**src/hw/rtl/rdt_pkg.sv**
```systemverilog
// Shared types and codes for the reload down-timer block.
package rdt_pkg;

  localparam int unsigned TickWidth = 24;

  typedef logic [2:0] rdt_cmd_t;
  localparam rdt_cmd_t CMD_TICK         = 3'd0;
  localparam rdt_cmd_t CMD_START_SINGLE = 3'd1;
  localparam rdt_cmd_t CMD_START_PERIOD = 3'd2;
  localparam rdt_cmd_t CMD_STOP         = 3'd3;
  localparam rdt_cmd_t CMD_BUSY_WAIT    = 3'd4;
  localparam rdt_cmd_t CMD_READ_ELAPSED = 3'd5;
  localparam rdt_cmd_t CMD_READ_REMAIN  = 3'd6;

  typedef logic [1:0] rdt_kind_t;
  localparam rdt_kind_t KIND_STATUS    = 2'd0;
  localparam rdt_kind_t KIND_READ      = 2'd1;
  localparam rdt_kind_t KIND_FIRE      = 2'd2;
  localparam rdt_kind_t KIND_WAIT_DONE = 2'd3;

  typedef logic [1:0] rdt_status_t;
  localparam rdt_status_t ST_OK         = 2'd0;
  localparam rdt_status_t ST_RANGE      = 2'd1;
  localparam rdt_status_t ST_BUSY       = 2'd2;
  localparam rdt_status_t ST_NO_HANDLER = 2'd3;

  typedef logic [1:0] rdt_cfg_idx_t;
  localparam rdt_cfg_idx_t CFG_DIV_BY_EIGHT = 2'd0;
  localparam rdt_cfg_idx_t CFG_IRQ_ENABLE   = 2'd1;
  localparam rdt_cfg_idx_t CFG_TIMER_ENABLE = 2'd2;

  typedef struct packed {
    rdt_cmd_t              command;
    logic [TickWidth-1:0]  tick_count;
    logic                  handler_present;
  } rdt_in_t;

  typedef struct packed {
    rdt_kind_t             result_kind;
    rdt_status_t           status_code;
    logic [TickWidth-1:0]  time_value;
  } rdt_out_t;

  typedef struct packed {
    logic         wr;
    rdt_cfg_idx_t index;
    logic         data;
  } rdt_cfg_wr_t;

endpackage

```
**src/hw/rtl/rdt_in_stage.sv**
```systemverilog
// Input register: holds one accepted item until the engine takes it.
module rdt_in_stage (
  input  logic            clk,
  input  logic            rst,
  input  logic            item_valid,
  input  rdt_pkg::rdt_in_t item,
  input  logic            take,
  output logic            item_stall,
  output logic            held_valid,
  output rdt_pkg::rdt_in_t held
);
  import rdt_pkg::*;

  assign item_stall = held_valid && !take;

  always_ff @(posedge clk) begin
    if (rst) begin
      held_valid <= 1'b0;
    end else if (!item_stall) begin
      held_valid <= item_valid;
    end
  end

  always_ff @(posedge clk) begin
    if (!item_stall) begin
      held <= item;
    end
  end

endmodule

```
**src/hw/rtl/rdt_engine.sv**
```systemverilog
// Timer state and the per-word command decode that produces at most one result.
module rdt_engine #(
  parameter int unsigned COUNTER_WIDTH = 24
) (
  input  logic                clk,
  input  logic                rst,
  input  rdt_pkg::rdt_cfg_wr_t cfg,
  input  logic                go,
  input  rdt_pkg::rdt_in_t     cmd,
  output logic                res_valid,
  output rdt_pkg::rdt_out_t    res
);
  import rdt_pkg::*;

  localparam int unsigned W = COUNTER_WIDTH;
  localparam logic [32:0] MaxTicks = (33'd1 << W) - 33'd1;

  logic [W-1:0] reload, reload_next;
  logic [W-1:0] count, count_next;
  logic         div8, div8_next;
  logic         en, en_next;
  logic         ie, ie_next;
  logic         flag, flag_next;
  logic         busy, busy_next;
  logic         periodic, periodic_next;
  logic         handler_reg, handler_reg_next;
  logic         waiting, waiting_next;
  logic [2:0]   ps, ps_next;

  logic         cclk;
  logic         evt;
  logic         ticks_oor;
  logic [32:0]  ticks_ext;
  logic [32:0]  value_ext;

  assign ticks_ext = 33'(cmd.tick_count);
  assign ticks_oor = ticks_ext >= MaxTicks;

  always_comb begin
    reload_next      = reload;
    count_next       = count;
    div8_next        = div8;
    en_next          = en;
    ie_next          = ie;
    flag_next        = flag;
    busy_next        = busy;
    periodic_next    = periodic;
    handler_reg_next = handler_reg;
    waiting_next     = waiting;
    ps_next          = ps;
    cclk             = 1'b0;
    evt              = 1'b0;
    value_ext        = '0;
    res_valid        = 1'b0;
    res              = '0;

    if (cfg.wr) begin
      unique case (cfg.index)
        CFG_DIV_BY_EIGHT: div8_next = cfg.data;
        CFG_IRQ_ENABLE:   ie_next   = cfg.data;
        CFG_TIMER_ENABLE: en_next   = cfg.data;
        default: ;
      endcase
    end

    if (go) begin
      unique case (cmd.command)
        CMD_TICK: begin
          if (en) begin
            if (div8) begin
              ps_next = ps + 3'd1;
              cclk    = (ps_next == 3'd0);
            end else begin
              cclk = 1'b1;
            end
            if (cclk) begin
              if (count == '0) begin
                count_next = reload;
              end else begin
                count_next = count - W'(1);
                if (count_next == '0) begin
                  flag_next = 1'b1;
                  evt       = 1'b1;
                end
              end
            end
            if (waiting) begin
              // wait completes on the first tick that sees the flag
              if (flag_next) begin
                reload_next        = '0;
                en_next            = 1'b0;
                flag_next          = 1'b0;
                waiting_next       = 1'b0;
                res_valid          = 1'b1;
                res.result_kind    = KIND_WAIT_DONE;
              end
            end else if (evt && ie) begin
              if (!periodic) begin
                reload_next = '0;
                ie_next     = 1'b0;
                en_next     = 1'b0;
              end
              busy_next = 1'b0;
              flag_next = 1'b0;
              if (handler_reg) begin
                res_valid       = 1'b1;
                res.result_kind = KIND_FIRE;
              end
            end
          end
        end
        CMD_START_SINGLE, CMD_START_PERIOD: begin
          if (!waiting) begin
            res_valid       = 1'b1;
            res.result_kind = KIND_STATUS;
            if (!cmd.handler_present) begin
              res.status_code = ST_NO_HANDLER;
            end else if (ticks_oor) begin
              res.status_code = ST_RANGE;
            end else if (busy) begin
              res.status_code = ST_BUSY;
            end else begin
              res.status_code  = ST_OK;
              busy_next        = 1'b1;
              periodic_next    = (cmd.command == CMD_START_PERIOD);
              ie_next          = 1'b1;
              handler_reg_next = 1'b1;
              reload_next      = ticks_ext[W-1:0];
              en_next          = 1'b1;
              flag_next        = 1'b0;
            end
          end
        end
        CMD_STOP: begin
          // busy stays set
          reload_next     = '0;
          ie_next         = 1'b0;
          en_next         = 1'b0;
          flag_next       = 1'b0;
          waiting_next    = 1'b0;
          res_valid       = 1'b1;
          res.result_kind = KIND_STATUS;
          res.status_code = ST_OK;
        end
        CMD_BUSY_WAIT: begin
          if (!waiting) begin
            if (ticks_oor) begin
              res_valid       = 1'b1;
              res.result_kind = KIND_WAIT_DONE;
              res.status_code = ST_RANGE;
            end else begin
              reload_next  = ticks_ext[W-1:0];
              en_next      = 1'b1;
              flag_next    = 1'b0;
              waiting_next = 1'b1;
            end
          end
        end
        CMD_READ_ELAPSED: begin
          value_ext       = 33'(reload - count);
          res_valid       = 1'b1;
          res.result_kind = KIND_READ;
          res.time_value  = value_ext[TickWidth-1:0];
        end
        CMD_READ_REMAIN: begin
          value_ext       = 33'(count);
          res_valid       = 1'b1;
          res.result_kind = KIND_READ;
          res.time_value  = value_ext[TickWidth-1:0];
        end
        default: ;
      endcase
    end
  end

  always_ff @(posedge clk) begin
    if (rst) begin
      reload      <= '0;
      count       <= '0;
      div8        <= 1'b1;
      en          <= 1'b0;
      ie          <= 1'b0;
      flag        <= 1'b0;
      busy        <= 1'b0;
      periodic    <= 1'b0;
      handler_reg <= 1'b0;
      waiting     <= 1'b0;
      ps          <= 3'd0;
    end else begin
      reload      <= reload_next;
      count       <= count_next;
      div8        <= div8_next;
      en          <= en_next;
      ie          <= ie_next;
      flag        <= flag_next;
      busy        <= busy_next;
      periodic    <= periodic_next;
      handler_reg <= handler_reg_next;
      waiting     <= waiting_next;
      ps          <= ps_next;
    end
  end

endmodule

```
**src/hw/rtl/rdt_out_stage.sv**
```systemverilog
// Result register: one word toward the consumer, refilled as it drains.
module rdt_out_stage (
  input  logic             clk,
  input  logic             rst,
  input  logic             load,
  input  logic             load_valid,
  input  rdt_pkg::rdt_out_t load_data,
  input  logic             result_stall,
  output logic             result_valid,
  output rdt_pkg::rdt_out_t result
);
  import rdt_pkg::*;

  always_ff @(posedge clk) begin
    if (rst) begin
      result_valid <= 1'b0;
    end else if (load) begin
      result_valid <= load_valid;
    end else if (!result_stall) begin
      result_valid <= 1'b0;
    end
  end

  always_ff @(posedge clk) begin
    if (load) begin
      result <= load_data;
    end
  end

endmodule

```
**src/hw/rtl/reload_down_timer_with_modes_core.sv**
```systemverilog
// Top level of the reload down-timer: input register, engine, result register.
// Takes one command word per cycle unless the input is stalled, and returns at most
// one result word for it; the word passes through the input register, the single-pass
// engine and the result register, and the result word is registered. The input
// stalls only while the result register holds a stalled word and another command
// word is waiting in the input register behind it. Config writes are accepted every
// cycle (cfg_ready is tied high).
module reload_down_timer_with_modes_core #(
  parameter int unsigned COUNTER_WIDTH = 24
) (
  input  logic                  clk,
  input  logic                  rst,
  input  logic                  item_valid,
  output logic                  item_stall,
  input  rdt_pkg::rdt_in_t      item,
  output logic                  result_valid,
  input  logic                  result_stall,
  output rdt_pkg::rdt_out_t     result,
  input  logic                  cfg_valid,
  output logic                  cfg_ready,
  input  rdt_pkg::rdt_cfg_idx_t cfg_index,
  input  logic                  cfg_data
);
  import rdt_pkg::*;

  logic        held_valid;
  rdt_in_t     held;
  logic        advance;
  logic        res_valid;
  rdt_out_t    res;
  rdt_cfg_wr_t cfg;

  assign cfg_ready = 1'b1;
  assign cfg.wr    = cfg_valid && cfg_ready;
  assign cfg.index = cfg_index;
  assign cfg.data  = cfg_data;

  // engine runs on the held word once the result register can take its answer
  assign advance = held_valid && (!result_valid || !result_stall);

  rdt_in_stage u_in (
    .clk        (clk),
    .rst        (rst),
    .item_valid (item_valid),
    .item       (item),
    .take       (advance),
    .item_stall (item_stall),
    .held_valid (held_valid),
    .held       (held)
  );

  rdt_engine #(
    .COUNTER_WIDTH (COUNTER_WIDTH)
  ) u_engine (
    .clk       (clk),
    .rst       (rst),
    .cfg       (cfg),
    .go        (advance),
    .cmd       (held),
    .res_valid (res_valid),
    .res       (res)
  );

  rdt_out_stage u_out (
    .clk          (clk),
    .rst          (rst),
    .load         (advance),
    .load_valid   (res_valid),
    .load_data    (res),
    .result_stall (result_stall),
    .result_valid (result_valid),
    .result       (result)
  );

endmodule

```
**config.mk**
```make
export PLATFORM = sky130hd
export DESIGN_NAME = reload_down_timer_with_modes_core
export DESIGN_NICKNAME = d
export VERILOG_FILES = /design/src/hw/rtl/rdt_pkg.sv /design/src/hw/rtl/rdt_in_stage.sv /design/src/hw/rtl/rdt_engine.sv /design/src/hw/rtl/rdt_out_stage.sv /design/src/hw/rtl/reload_down_timer_with_modes_core.sv
export SDC_FILE = /design/constraint.sdc
export NUM_CORES = 1
export LEC_CHECK = 0
export BUFFER_PORTS_ARGS = -buffer_cell sky130_fd_sc_hd__buf_2
export CORE_MARGIN = 1.5
export CORE_UTILIZATION = 40
export DETAILED_ROUTE_END_ITERATION = 10
export SLEW_MARGIN = 30
export SYNTH_ARGS = -nofsm -noshare
export SYNTH_HDL_FRONTEND = slang
export SYNTH_HIERARCHICAL = 1
export SYNTH_SLANG_ARGS = --single-unit
```
**constraint.sdc**
```tcl
create_clock -name clk -period 4.3 [get_ports clk]
set_input_delay 0.86 -clock clk [delete_from_list [all_inputs] [get_ports clk]]
set_output_delay 0.86 -clock clk [all_outputs]
set_load 0.01 [all_outputs]
```
# Word-level counts from Yosys, hierarchy flattened
# Index checks and enable logic that the tools add are counted.
[word_totals]
word_cells = 177
register_bits = 117
out_inout_bits = 31
[classes]
muxes = 104
n_eq_ne = 21
add_sub_neg = 3
n_bitwise = 3
magnitude_cmp = 1
n_reduce_logical = 26
[op_table]
columns = ["operator", "n"]
rows = [
  ["two-way mux 24 bit", 12],
  ["one-hot mux 24 bit (4 select lines)", 1],
  ["two-way mux 1 bit", 71],
  ["logical NOT 24 bit", 2],
  ["one-hot mux 24 bit (2 select lines)", 1],
  [">= comparator 24 bit, second input constant", 1],
  ["subtractor 24 x 1 -> 24 bit, second input constant", 1],
  ["subtractor 24 bit", 1],
  ["two-way mux 2 bit", 9],
  ["!= test 2 bit, second input constant", 7],
  ["one-hot mux 1 bit (4 select lines)", 3],
  ["AND reduction 12 bit", 1],
  ["== test 3 bit, second input constant", 3],
  ["AND reduction 9 bit", 1],
  ["two-way mux 4 bit", 2],
  ["one-hot mux 2 bit (4 select lines)", 1],
  ["AND reduction 4 bit", 2],
  ["AND reduction 8 bit", 1],
  ["== test 3 x 2 -> 1 bit, second input constant", 2],
  ["logical NOT 3 bit", 2],
  ["!= test 2 x 1 -> 1 bit, second input constant", 3],
  ["!= test 3 bit, second input constant", 2],
  ["one-hot mux 1 bit (3 select lines)", 2],
  ["AND reduction 6 bit", 1],
  ["19 further kinds", 26],
]

# Longest topological paths before layout
# Gate-level depths: netlist of the first run.
[depth]
depth_word = 16
ltp_mapped = 14

# Hierarchy
# Netlist of the first run, hierarchy kept.
[by_module_without_submodules]
columns = ["mod", "instances", "area_each_um2", "cells_each", "seq_area_each_um2"]
rows = [
  ["rdt_engine", 1, 4849.7, 638, 1181.1],
  ["rdt_in_stage", 1, 890.9, 33, 860.8],
  ["rdt_out_stage", 1, 877.1, 32, 860.8],
  ["reload_down_timer_with_modes_core", 1, 22.5, 3, 0.0],
]

# Worst setup path after synthesis of the first run
# No wires, ideal clock.
[synth_timing]
kind = "input port to output port"
startpoint = "input port result_stall"
endpoint = "output port item_stall"
t_arrival_ns = 2.455
stages = 3
slack_ns = 0.985
path_buffers = 0
path_cell_list = "a21boi_2 nand2b_4 inv_1"
[synth_between]
elab_chain_cells = 5
[synth_rtl]
columns = ["element", "line", "source"]
rows = [
  ["start: declaration", "reload_down_timer_with_modes_core.sv:17", "input logic result_stall,"],
  ["logical NOT 1 bit", "reload_down_timer_with_modes_core.sv:39", "assign advance = held_valid && (!result_valid || !result_stall);"],
  ["logical OR 1 bit", "reload_down_timer_with_modes_core.sv:39", ""],
  ["logical AND 1 bit", "reload_down_timer_with_modes_core.sv:39", ""],
  ["logical NOT 1 bit", "rdt_in_stage.sv:14", "assign item_stall = held_valid && !take;"],
  ["logical AND 1 bit", "rdt_in_stage.sv:14", ""],
  ["end: declaration", "reload_down_timer_with_modes_core.sv:14", "output logic item_stall,"],
]
# Every way passes these cells.

# Worst setup path after layout of the first run
[layout_timing]
startpoint = "register u_engine.count[1]"
endpoint = "register u_engine.reload[6]"
[layout_between]
elab_chain_cells = 11
word_cells_on_any_way = 19
[layout_rtl]
columns = ["element", "line", "source"]
rows = [
  ["start: declaration", "rdt_engine.sv:19", "logic [W-1:0] count, count_next;"],
  ["start signal: assignment", "rdt_engine.sv:191", "count <= count_next;"],
  ["subtractor 24 x 1 -> 24 bit", "rdt_engine.sv:80", "count_next = count - W'(1);"],
  ["logical NOT 24 bit", "rdt_engine.sv:81", "if (count_next == '0) begin"],
  ["two-way mux 1 bit", "rdt_engine.sv:81", ""],
  ["two-way mux 1 bit", "rdt_engine.sv:77", "if (count == '0) begin"],
  ["two-way mux 1 bit", "rdt_engine.sv:76", "if (cclk) begin"],
  ["two-way mux 1 bit", "rdt_engine.sv:69", "if (en) begin"],
  ["two-way mux 1 bit", "rdt_engine.sv:67", "unique case (cmd.command)"],
  ["two-way mux 1 bit", "rdt_engine.sv:66", "if (go) begin"],
  ["logical AND 1 bit", "rdt_engine.sv:97", "end else if (evt && ie) begin"],
  ["!= test 3 x 1 -> 1 bit (no line)", "-", ""],
  ["AND reduction 12 bit (no line) *", "-", ""],
  ["end signal: assignment", "rdt_engine.sv:190", "reload <= reload_next;"],
  ["end: declaration", "rdt_engine.sv:18", "logic [W-1:0] reload, reload_next;"],
]
# Every way passes the cells marked *; elsewhere a longest branch is shown, timed or not. The select of a mux whose other input is x is not followed.
# A chain may end at the register's enable or synchronous reset.

==> results.toml, run 1 <==
[layout]
drive_gt1_share_pct = 16.8
largest_registers = "u_in/held: 28 flops, u_out/result: 28 flops"
diodes = 0
area_growth_pct = 15.9
fin_nets = 821
stdcell_area_um2 = 7690

[sta]
max_freq_ghz = 0.271
hold_viol = 0
rsz0062_at_grt = "false"
relSlewSlack_pct = 40.6
setup_violations = 0
report.final.slew_viol_count = 0
timing.final.crit_share_pct = 85.8
finClkSkew_ns = 0.0122
tns_ns = 0
tightest_slew_ns = 0.891
post-route-min-period_ns = 3.69

[global_routing]
grt_usage_pct = 19.3
use_met1_pct = 26.4
antenna_found_initial = 0
grt_pass1_wl_um = 27000
grt_pass1_vias = 5350
gr-usage-met3_pct = 4.96
grt_use_met2_pct = 29.9
overflow = 0
grt_start_max_net_pins = 64
busiest_layer = "met2"

[clocking]
cts_tree = "yes"
cts-resized-gates = 0
cts_num_sinks = 117
postCtsSetupBuffers = 0
holdBufCountCts = 0
clockBufferDepth = 2
h-tree-depth = 4
clkLatencyLatePin_ns = 0.42
clockRootBuffer = "clkbuf_16"
path_clk_slew_ns = 0.06
cts_buffers = 17

[logic_synthesis]
yosys_warnings = 6
ys.flop_type = "dfxtp_1"
synthXorXnorAreaFrac_pct = 2.77
synth-compound-area-share_pct = 23.3
synth_area_um2 = 6640
synth-simple-area-share_pct = 19.0
netlist_top_cells_count = "61 x dfxtp_1, 56 x edfxtp_1, 53 x nand2_1"
yosysTopAreaCell = "edfxtp_1"
synth.lib_cells_used.distinct = 78
postSynthAreaPerCell_um2 = 9.41
synth_edf_count = 56
synth_fa_ha_area_share_pct = 5.39
ys_seq_area_share_pct = 43.7
synth_top_family_by_area = "compound AO/OA/AOI/OAI gates"
yosysMostFrequentCell = "dfxtp_1"
synth.top_cells.by_area = "edfxtp_1 25%, dfxtp_1 18%, ha_1 5.1%, a21oi_1 3.8%, o21ai_0 3.0%"
synth_cells = 706
yosysTopAreaCellShare_pct = 25.3
ys_async_sr_fraction_pct = 0
synth-seq-cells = 117
synthMuxAreaShare_pct = 0.791
syn_nets = 770

[worst_setup_path]
cp_top_family = "compound AO/OA/AOI/OAI gates"
worst-r2r-setup-slack_ns = 0.61
critPathRequiredTime_ns = 4.66
criticalPathCategory = "flop to flop"
critical_path.slowest_cell = "dfxtp_1"
max_stage_delay_ns = 0.45
cp_data_arrival_time_ns = 4.05
worst-path-buf-inv = 2
crit_chain = "inv_1, ha_1, o21bai_1, a211o_1, o21ai_0, o2111ai_1, a2111o_1, or3_1, a221oi_2, nor3b_4, buf_4, a22o_1"
end_kind = "flop"
cp-start-kind = "flop"
crit_fanout = 24

[place]
finalWeightedCongestion = 0.898
io_buffers = 65
hpwl_um = 12200
dpl_cell_area_um2 = 7110

[detailed_routing]
post_drt_wl_per_cell_um = 16.6
drc_errors = 0
vias = 5644
drt_iter0_markers = 557
drtPass1Iterations = 6
antenna_left = 0
drt_wl_total_um = 16400
vias_per_cell = 5.72

[floorplanning]
dieArea_um2 = 17400
core.rowCount = 46
die_h_um = 132
core_um2 = 16100
initial_utilization_pct = 41.4
io_pins = 67
dieWidth_um = 132

[worst_hold_path]
hold_class = "flop to flop"

[power]
power_density_nw_per_um2 = 383
vdd_drop_max_uv = 298
leakagePower_nw = 2.97

[outcome]
outcome = "completed"

[run]
drv_cap = 0
[placed cells by master, fill, tap and decap left out, types with 8 or more instances in the layout]
master,n
nor2_1,46
ha_1,27
edfxtp_1,56
nand3_1,17
nand2_1,53
a22o_2,9
inv_1,39
nor3_1,19
a22oi_1,17
clkbuf_16,17
a211oi_1,8
o21ai_0,40
a21o_1,8
a22o_1,15
dfxtp_1,61
a21oi_1,50
nand2b_1,9
nor2b_1,25
and3_1,8
buf_2,65
xor2_1,8
nand4_1,12
xnor2_1,13
or3_1,10
[per-stage QoR]
stage                     utilization (%)  instances  total power [mW]  worst slack [ns]  hold WS (ns)
after floorplan                         -        706              1.49             0.985         0.430
after global placement               44.2        954              1.57             0.740         0.465
after detailed placement             44.3        954              1.58             0.641         0.479
after CTS                            47.9        986              2.98             0.628         0.489
after global routing                 47.9        986              3.07             0.378         0.493
final                                47.9        986              2.94             0.612         0.485
[layout make-up]
type,instances,area [µm²]
multi-input cells,511,3420
repair buffers,71,370
inverters,39,146
well taps,216,270
clock inverters,15,156
clock buffers,17,425
fillers,1517,8360
flip-flops and latches,117,2900
[logic make-up (layout without fill, tap and decap cells)]
family / after synthesis / count (layout)
and+or+nand+nor: 234 / 234
other: 1 / 1
muxes: 5 / 5
xor gates and xnor gates: 21 / 21
buffers and inverters: 78 / 142
adders and majority gates: 28 / 28
AOI/OAI and AO/OA: 222 / 222
DFF: 117 / 117
[worst register-to-register path, stage by stage (launching register included)]
cell and delay, ns:
dfxtp_1 0.45, inv_1 0.15, ha_1 0.35, o21bai_1 0.28, a211o_1 0.32, o21ai_0 0.13
o2111ai_1 0.17, a2111o_1 0.42, or3_1 0.38, a221oi_2 0.30, nor3b_4 0.23, buf_4 0.28
a22o_1 0.18
[power breakdown]
group	leakage [nW]	switching, mW	internal (mW)
Combinational	1.64	0.171	0.134
Clock	0.274	0.529	0.854
Sequential	1.06	0.0388	1.22
Total	2.97	0.739	2.21
[metal layers]
metal  share of wire [%]  vias up
met5                   0        -
met2                  45      221
met3                 6.1       17
met4                 1.2        0
li1                    -     2750
met1                  48     2656
[worst paths after layout]
check                                                   endpoint                      startpoint  cells past startpoint
worst max register to register   u_engine/reload[6]$_SDFFE_PP0P_  u_engine/count[1]$_SDFFE_PP0P_                     12
worst max-delay path             u_engine/reload[6]$_SDFFE_PP0P_  u_engine/count[1]$_SDFFE_PP0P_                     12
worst min register to register  u_engine/reload[20]$_SDFFE_PP0P_         u_in/held[21]$_DFFE_PN_                      1
worst min-delay path            u_engine/reload[20]$_SDFFE_PP0P_         u_in/held[21]$_DFFE_PN_                      1
Power figures use the tool's default switching activity.
==> run 2: changes to the inputs <==
clock period = 3.8 ns   (was 4.3 ns; I/O delays follow)
==> run 2 against run 1 <==
Hold slack better by 0.0047 ns. Count of clock-buffer cells in the layout unchanged. Worst setup slack worse by 0.30 ns. Sequential cell count unchanged. First-iteration DRC count down 17%. Via count up 0.94%. Die area unchanged. Largest cell class unchanged. Critical path depth down 1. Power up 18%. Sequential power up 13%. Combinational power up 16%.
==> results.toml, run 2 (synthesized netlist as in run 1, its figures left out) <==
[layout]
seqCellArea_um2 = 2900
multi_input_area_um2 = 3410
diodes = 0
fillers = 1498
layout_commonest_cell = "buf_2"
fin_cells = 993
drive_gt1_share_pct = 17.2
largest_registers = "u_in/held: 28 flops, u_out/result: 28 flops"
fin_nets = 828
mostFrequentLayoutCells = "65 x buf_2, 61 x dfxtp_1, 56 x edfxtp_1"
area_growth_pct = 17.2

[power]
leakagePower_nw = 3.02
p_sw_uw = 828
power_density_nw_per_um2 = 445
finalPower_mw = 3.46
combPwrFrac_pct = 10.2
switching_share_pct = 23.9
p_int_mw = 2.63
vdd_drop_max_uv = 335
clkPwrFrac_pct = 48.8
power_frac_seq_pct = 41.0

[clocking]
path_clk_slew_ns = 0.06
cts-resized-gates = 0
clockBufferDepth = 2
clkLatencyLatePin_ns = 0.42
h-tree-depth = 4
cts_num_sinks = 117
postCtsSetupBuffers = 0
holdBufCountCts = 0
cts_buffers = 17
clockRootBuffer = "clkbuf_16"
cts_tree = "yes"

[outcome]
outcome = "completed"

[sta]
hold_viol = 0
timing.final.crit_share_pct = 91.7
max_freq_ghz = 0.287
tns_ns = 0
report.final.slew_viol_count = 0
relSlewSlack_pct = 37.0
rsz0062_at_grt = "false"
tightest_slew_ns = 0.945
fin_ws_ns = 0.315
finClkSkew_ns = 0.00597
setup_violations = 0
post-route-min-period_ns = 3.49

[floorplanning]
die_h_um = 132
initial_utilization_pct = 41.4
dieArea_um2 = 17400
io_pins = 67
core.rowCount = 46
core_um2 = 16100
dieWidth_um = 132

[place]
hpwl_um = 12200
dpl.cell_count = 961
finalWeightedCongestion = 0.911
io_buffers = 65
pre_cts_ws_ns = 0.362

[detailed_routing]
drc_errors = 0
drt_iter0_markers = 465
drt_wl_total_um = 16400
antenna_left = 0
vias_per_cell = 5.74
vias = 5697
drtPass1Iterations = 5
post_drt_wl_per_cell_um = 16.5

[global_routing]
antenna_found_initial = 0
overflow = 0
grt_pass1_vias = 5326
grt_pass1_wl_um = 26700
grt_usage_pct = 19.1
grt_start_max_net_pins = 59

[worst_setup_path]
end_kind = "flop"
cp_data_arrival_time_ns = 3.85
cp-start-kind = "flop"
crit_fanout = 24
criticalPathCategory = "flop to flop"
critPathRequiredTime_ns = 4.16

[run]
drv_cap = 0

[worst_hold_path]
hold_class = "flop to flop"
[run 2: cell types whose count changed in the layout (fill, tap and decap cells not counted), sizes merged]
cell / before / now
buf: 71 / 78
inv: 42 / 41
clkinvlp: 4 / 3
bufinv: 2 / 4
[run 2: layout make-up]
type                    instances  area share [%]
multi-input cells             511            43.8
flip-flops and latches        117            37.3
clock buffers                  17            5.47
repair buffers                 78            5.43
well taps                     216            3.47
clock inverters                15            2.62
inverters                      39            1.88
[run 2: worst paths after layout]
check	start	to	slack (ns)	depth (start not counted)
setup reg to reg	u_engine/count[1]$_SDFFE_PP0P_	u_engine/reload[8]$_SDFFE_PP0P_	0.31	11
hold / removal	u_in/held[13]$_DFFE_PN_	u_engine/reload[12]$_SDFFE_PP0P_	0.49	1
setup / recovery	u_engine/count[1]$_SDFFE_PP0P_	u_engine/reload[8]$_SDFFE_PP0P_	0.31	11
hold reg to reg	u_in/held[13]$_DFFE_PN_	u_engine/reload[12]$_SDFFE_PP0P_	0.49	1
[run 2: through the flow]
| step | hold slack (ns) | util [%] | instance area, µm² |
|---|---|---|---|
| floorplan | 0.430 | - | 6640 |
| global placement | 0.464 | 44.5 | 7150 |
| detailed placement | 0.476 | 44.5 | 7150 |
| CTS | 0.491 | 48.5 | 7780 |
| global route | 0.504 | 48.5 | 7780 |
| finish | 0.490 | 48.5 | 7780 |
[run 2: critical path: stages (launching register included)]
cell and delay (ns):
dfxtp_1 0.36, inv_1 0.16, ha_1 0.40, nand3_1 0.26, nor4_1 0.33, o21ai_1 0.09
a2111o_1 0.52, or3_1 0.36, a221oi_2 0.27, nor3b_4 0.21, buf_4 0.28, a22o_2 0.18
[run 2: power by group through the flow]
stage | sequential [mW] | clock, mW | combinational (mW)
2_1_floorplan | 1.43 | 0 | 0.258
3_3_place_gp | 1.44 | 0 | 0.345
3_5_place_dp | 1.44 | 0 | 0.350
4_1_cts | 1.42 | 1.72 | 0.352
5_1_grt | 1.42 | 1.78 | 0.390
6_report | 1.42 | 1.69 | 0.353
[run 2: routing by layer]
| metal | GRT usage [%] | part of all wire [%] | vias up |
|---|---|---|---|
| li1 | - | - | 2765 |
| met4 | 8.09 | 1.9 | 0 |
| met5 | 0 | 0 | - |
| met3 | 3.50 | 6.4 | 36 |
| met2 | 30.1 | 45 | 226 |
| met1 | 25.9 | 47 | 2670 |
==> run 3: changes to the inputs <==
--- a/config.mk
+++ b/config.mk
@@ -8,5 +8,8 @@
 export BUFFER_PORTS_ARGS = -buffer_cell sky130_fd_sc_hd__buf_2
+export CELL_PAD_IN_SITES_DETAIL_PLACEMENT = 0
+export CELL_PAD_IN_SITES_GLOBAL_PLACEMENT = 2
 export CORE_MARGIN = 1.5
-export CORE_UTILIZATION = 40
+export CORE_UTILIZATION = 38
 export DETAILED_ROUTE_END_ITERATION = 10
+export PLACE_DENSITY_LB_ADDON = 0.1
 export SLEW_MARGIN = 30
--- a/constraint.sdc
+++ b/constraint.sdc
@@ -3,2 +3,2 @@
 set_output_delay 0.76 -clock clk [all_outputs]
-set_load 0.01 [all_outputs]
+set_load 0.1 [all_outputs]
==> run 3 against run 2 <==
Wire length is 9.8% higher. Sequential power hardly changed. Power up 0.18%. Largest cell class unchanged. Count of clock-buffer cells in the layout is 2 higher. Highest routed layer unchanged.
==> results.toml, run 3 (synthesized netlist as in run 1, its figures left out) <==
[worst_hold_path]
hold_class = "flop to flop"
hp-start = "u_engine/handler_reg$_SDFFE_PP0P_"
min_delay_worst_endpoint = "u_engine/handler_reg$_SDFFE_PP0P_"
whs_path_depth = 2

[sta]
relSlewSlack_pct = 52.6
fin_ws_ns = 0.247
tightest_slew_ns = 0.711
timing.final.crit_share_pct = 93.5
max_freq_ghz = 0.281
hold_viol = 0
rsz0062_at_grt = "false"
tns_ns = 0
report.final.slew_viol_count = 0
post-route-min-period_ns = 3.55
finClkSkew_ns = 0.00865
setup_violations = 0

[layout]
area_growth_pct = 17.1
mostFrequentLayoutCells = "65 x buf_2, 61 x dfxtp_1, 56 x edfxtp_1"
drive_gt1_share_pct = 17.9
utilization_pct = 45.3
multi_input_area_um2 = 3410
largest_registers = "u_in/held: 28 flops, u_out/result: 28 flops"
fin_nets = 832
seqCellArea_um2 = 2900
layout_commonest_cell = "buf_2"
diodes = 0
fillers = 1710

[place]
io_buffers = 65
pre_cts_ws_ns = 0.289
finalWeightedCongestion = 0.931
hpwl_um = 13500

[worst_setup_path]
r2r_start = "u_engine/count[3]$_SDFFE_PP0P_"
crit_fanout = 9
max_stage_delay_ns = 0.59
crit_chain = "inv_1, ha_1, o21a_1, o31a_1, o31ai_1, buf_4, a21oi_1, a311oi_1, nor2_1, a311oi_1, mux2_2, a21boi_0"
worst-path-buf-inv = 2
cp_data_arrival_time_ns = 3.81
criticalPathCategory = "flop to flop"
reg2reg_depth = 12
worst-r2r-setup-slack_ns = 0.25
cp-start-kind = "flop"
critical_path.slowest_cell = "dfxtp_1"
path_common_cell = "a311oi_1"
critPathRequiredTime_ns = 4.06
r2r_end = "u_out/result[23]$_DFFE_PP_"
end_kind = "flop"
cp-startpoint = "u_engine/count[3]$_SDFFE_PP0P_"
cp_top_family = "compound AO/OA/AOI/OAI gates"

[clocking]
clockBufferDepth = 2
h-tree-depth = 4
path_clk_slew_ns = 0.06
holdBufCountCts = 0
clkLatencyLatePin_ns = 0.42
cts_tree = "yes"
cts_num_sinks = 117
cts_buffers = 17
clockRootBuffer = "clkbuf_16"

[floorplanning]
initial_utilization_pct = 38.7
core_um2 = 17200
die_h_um = 135
core.rowCount = 48
dieArea_um2 = 18300
dieWidth_um = 135
io_pins = 67

[global_routing]
grt_start_max_net_pins = 43
antenna_found_initial = 0
gr-usage-met3_pct = 3.07
overflow = 0
grt_use_met2_pct = 33.4
grt_pass1_vias = 5264
grt_usage_pct = 20.3
grt_pass1_wl_um = 28600
use_met1_pct = 27.6
busiest_layer = "met2"

[run]
drv_cap = 0

[power]
power_frac_seq_pct = 41.0
clkPwrFrac_pct = 45.5
vdd_drop_max_uv = 276
combPwrFrac_pct = 13.6
power_density_nw_per_um2 = 446
p_sw_mw = 1.00
leakagePower_nw = 3.03
finalPower_mw = 3.47
p_int_mw = 2.46
switching_share_pct = 28.9

[detailed_routing]
drc_errors = 0
drt_wl_total_um = 18000
vias = 5535
post_drt_wl_per_cell_um = 17.9
vias_per_cell = 5.50
drtPass1Iterations = 5
antenna_left = 0
drt_iter0_markers = 254

[outcome]
outcome = "completed"
## run 3: cell count changes in the layout (fill, tap and decap cells not counted), sizes merged
cell and delta:
clkbuf +2, clkinv -2, bufinv -4, inv +7
buf +4, clkinvlp -3
## run 3: power by group through the flow
stage	logic [mW]	clock network (mW)	registers, mW
floorplan	0.267	0	1.53
global placement	0.469	0	1.45
detailed placement	0.471	0	1.45
CTS	0.473	1.61	1.42
global route	0.509	1.67	1.43
finish	0.471	1.58	1.42
## run 3: routing by layer
metal	vias to the layer above	part of all wire, %
li1	2769	-
met1	2610	49
met2	133	46
met3	23	3.3
met4	0	1.3
met5	-	0
## run 3: layout make-up
class / count / share of cell area [%]
multi-input combinational: 511 / 43.9
timing repair buffer: 82 / 5.83
sequential: 117 / 37.3
tap: 225 / 3.62
clock buffer: 19 / 6.12
inverter: 39 / 1.88
clock inverter: 13 / 1.34
## run 3: worst max-delay path by stage
stage	endpoint	slack [ns]	cells past startpoint
floorplan	item_stall	0.34	3
global placement	u_out/result[23]$_DFFE_PP_	0.30	12
detailed placement	u_out/result[23]$_DFFE_PP_	0.29	12
CTS	u_out/result[23]$_DFFE_PP_	0.27	12
global route	u_out/result[23]$_DFFE_PP_	0.03	12
finish	u_out/result[23]$_DFFE_PP_	0.25	12
## run 3: what timing repair did
action	CTS	global route
buffers inserted	0	0
gates resized for setup	0	1
endpoints found under the setup margin	0	24
## run 3: metrics by stage
| stage | std cells | area, µm² | hold WS, ns |
|---|---|---|---|
| 2_1_floorplan | 706 | 6640 | 0.430 |
| 3_3_place_gp | 974 | 7190 | 0.474 |
| 3_5_place_dp | 974 | 7190 | 0.469 |
| 4_1_cts | 1006 | 7770 | 0.485 |
| 5_1_grt | 1006 | 7770 | 0.494 |
| 6_report | 1006 | 7770 | 0.490 |
## run 3: worst min-delay path: cells and delay by family, from the launching register on
family,cells,cell delay [ns]
flip-flops,1,0.33
AND/OR/NAND/NOR,1,0.08
AO/OA/AOI/OAI,1,0.05
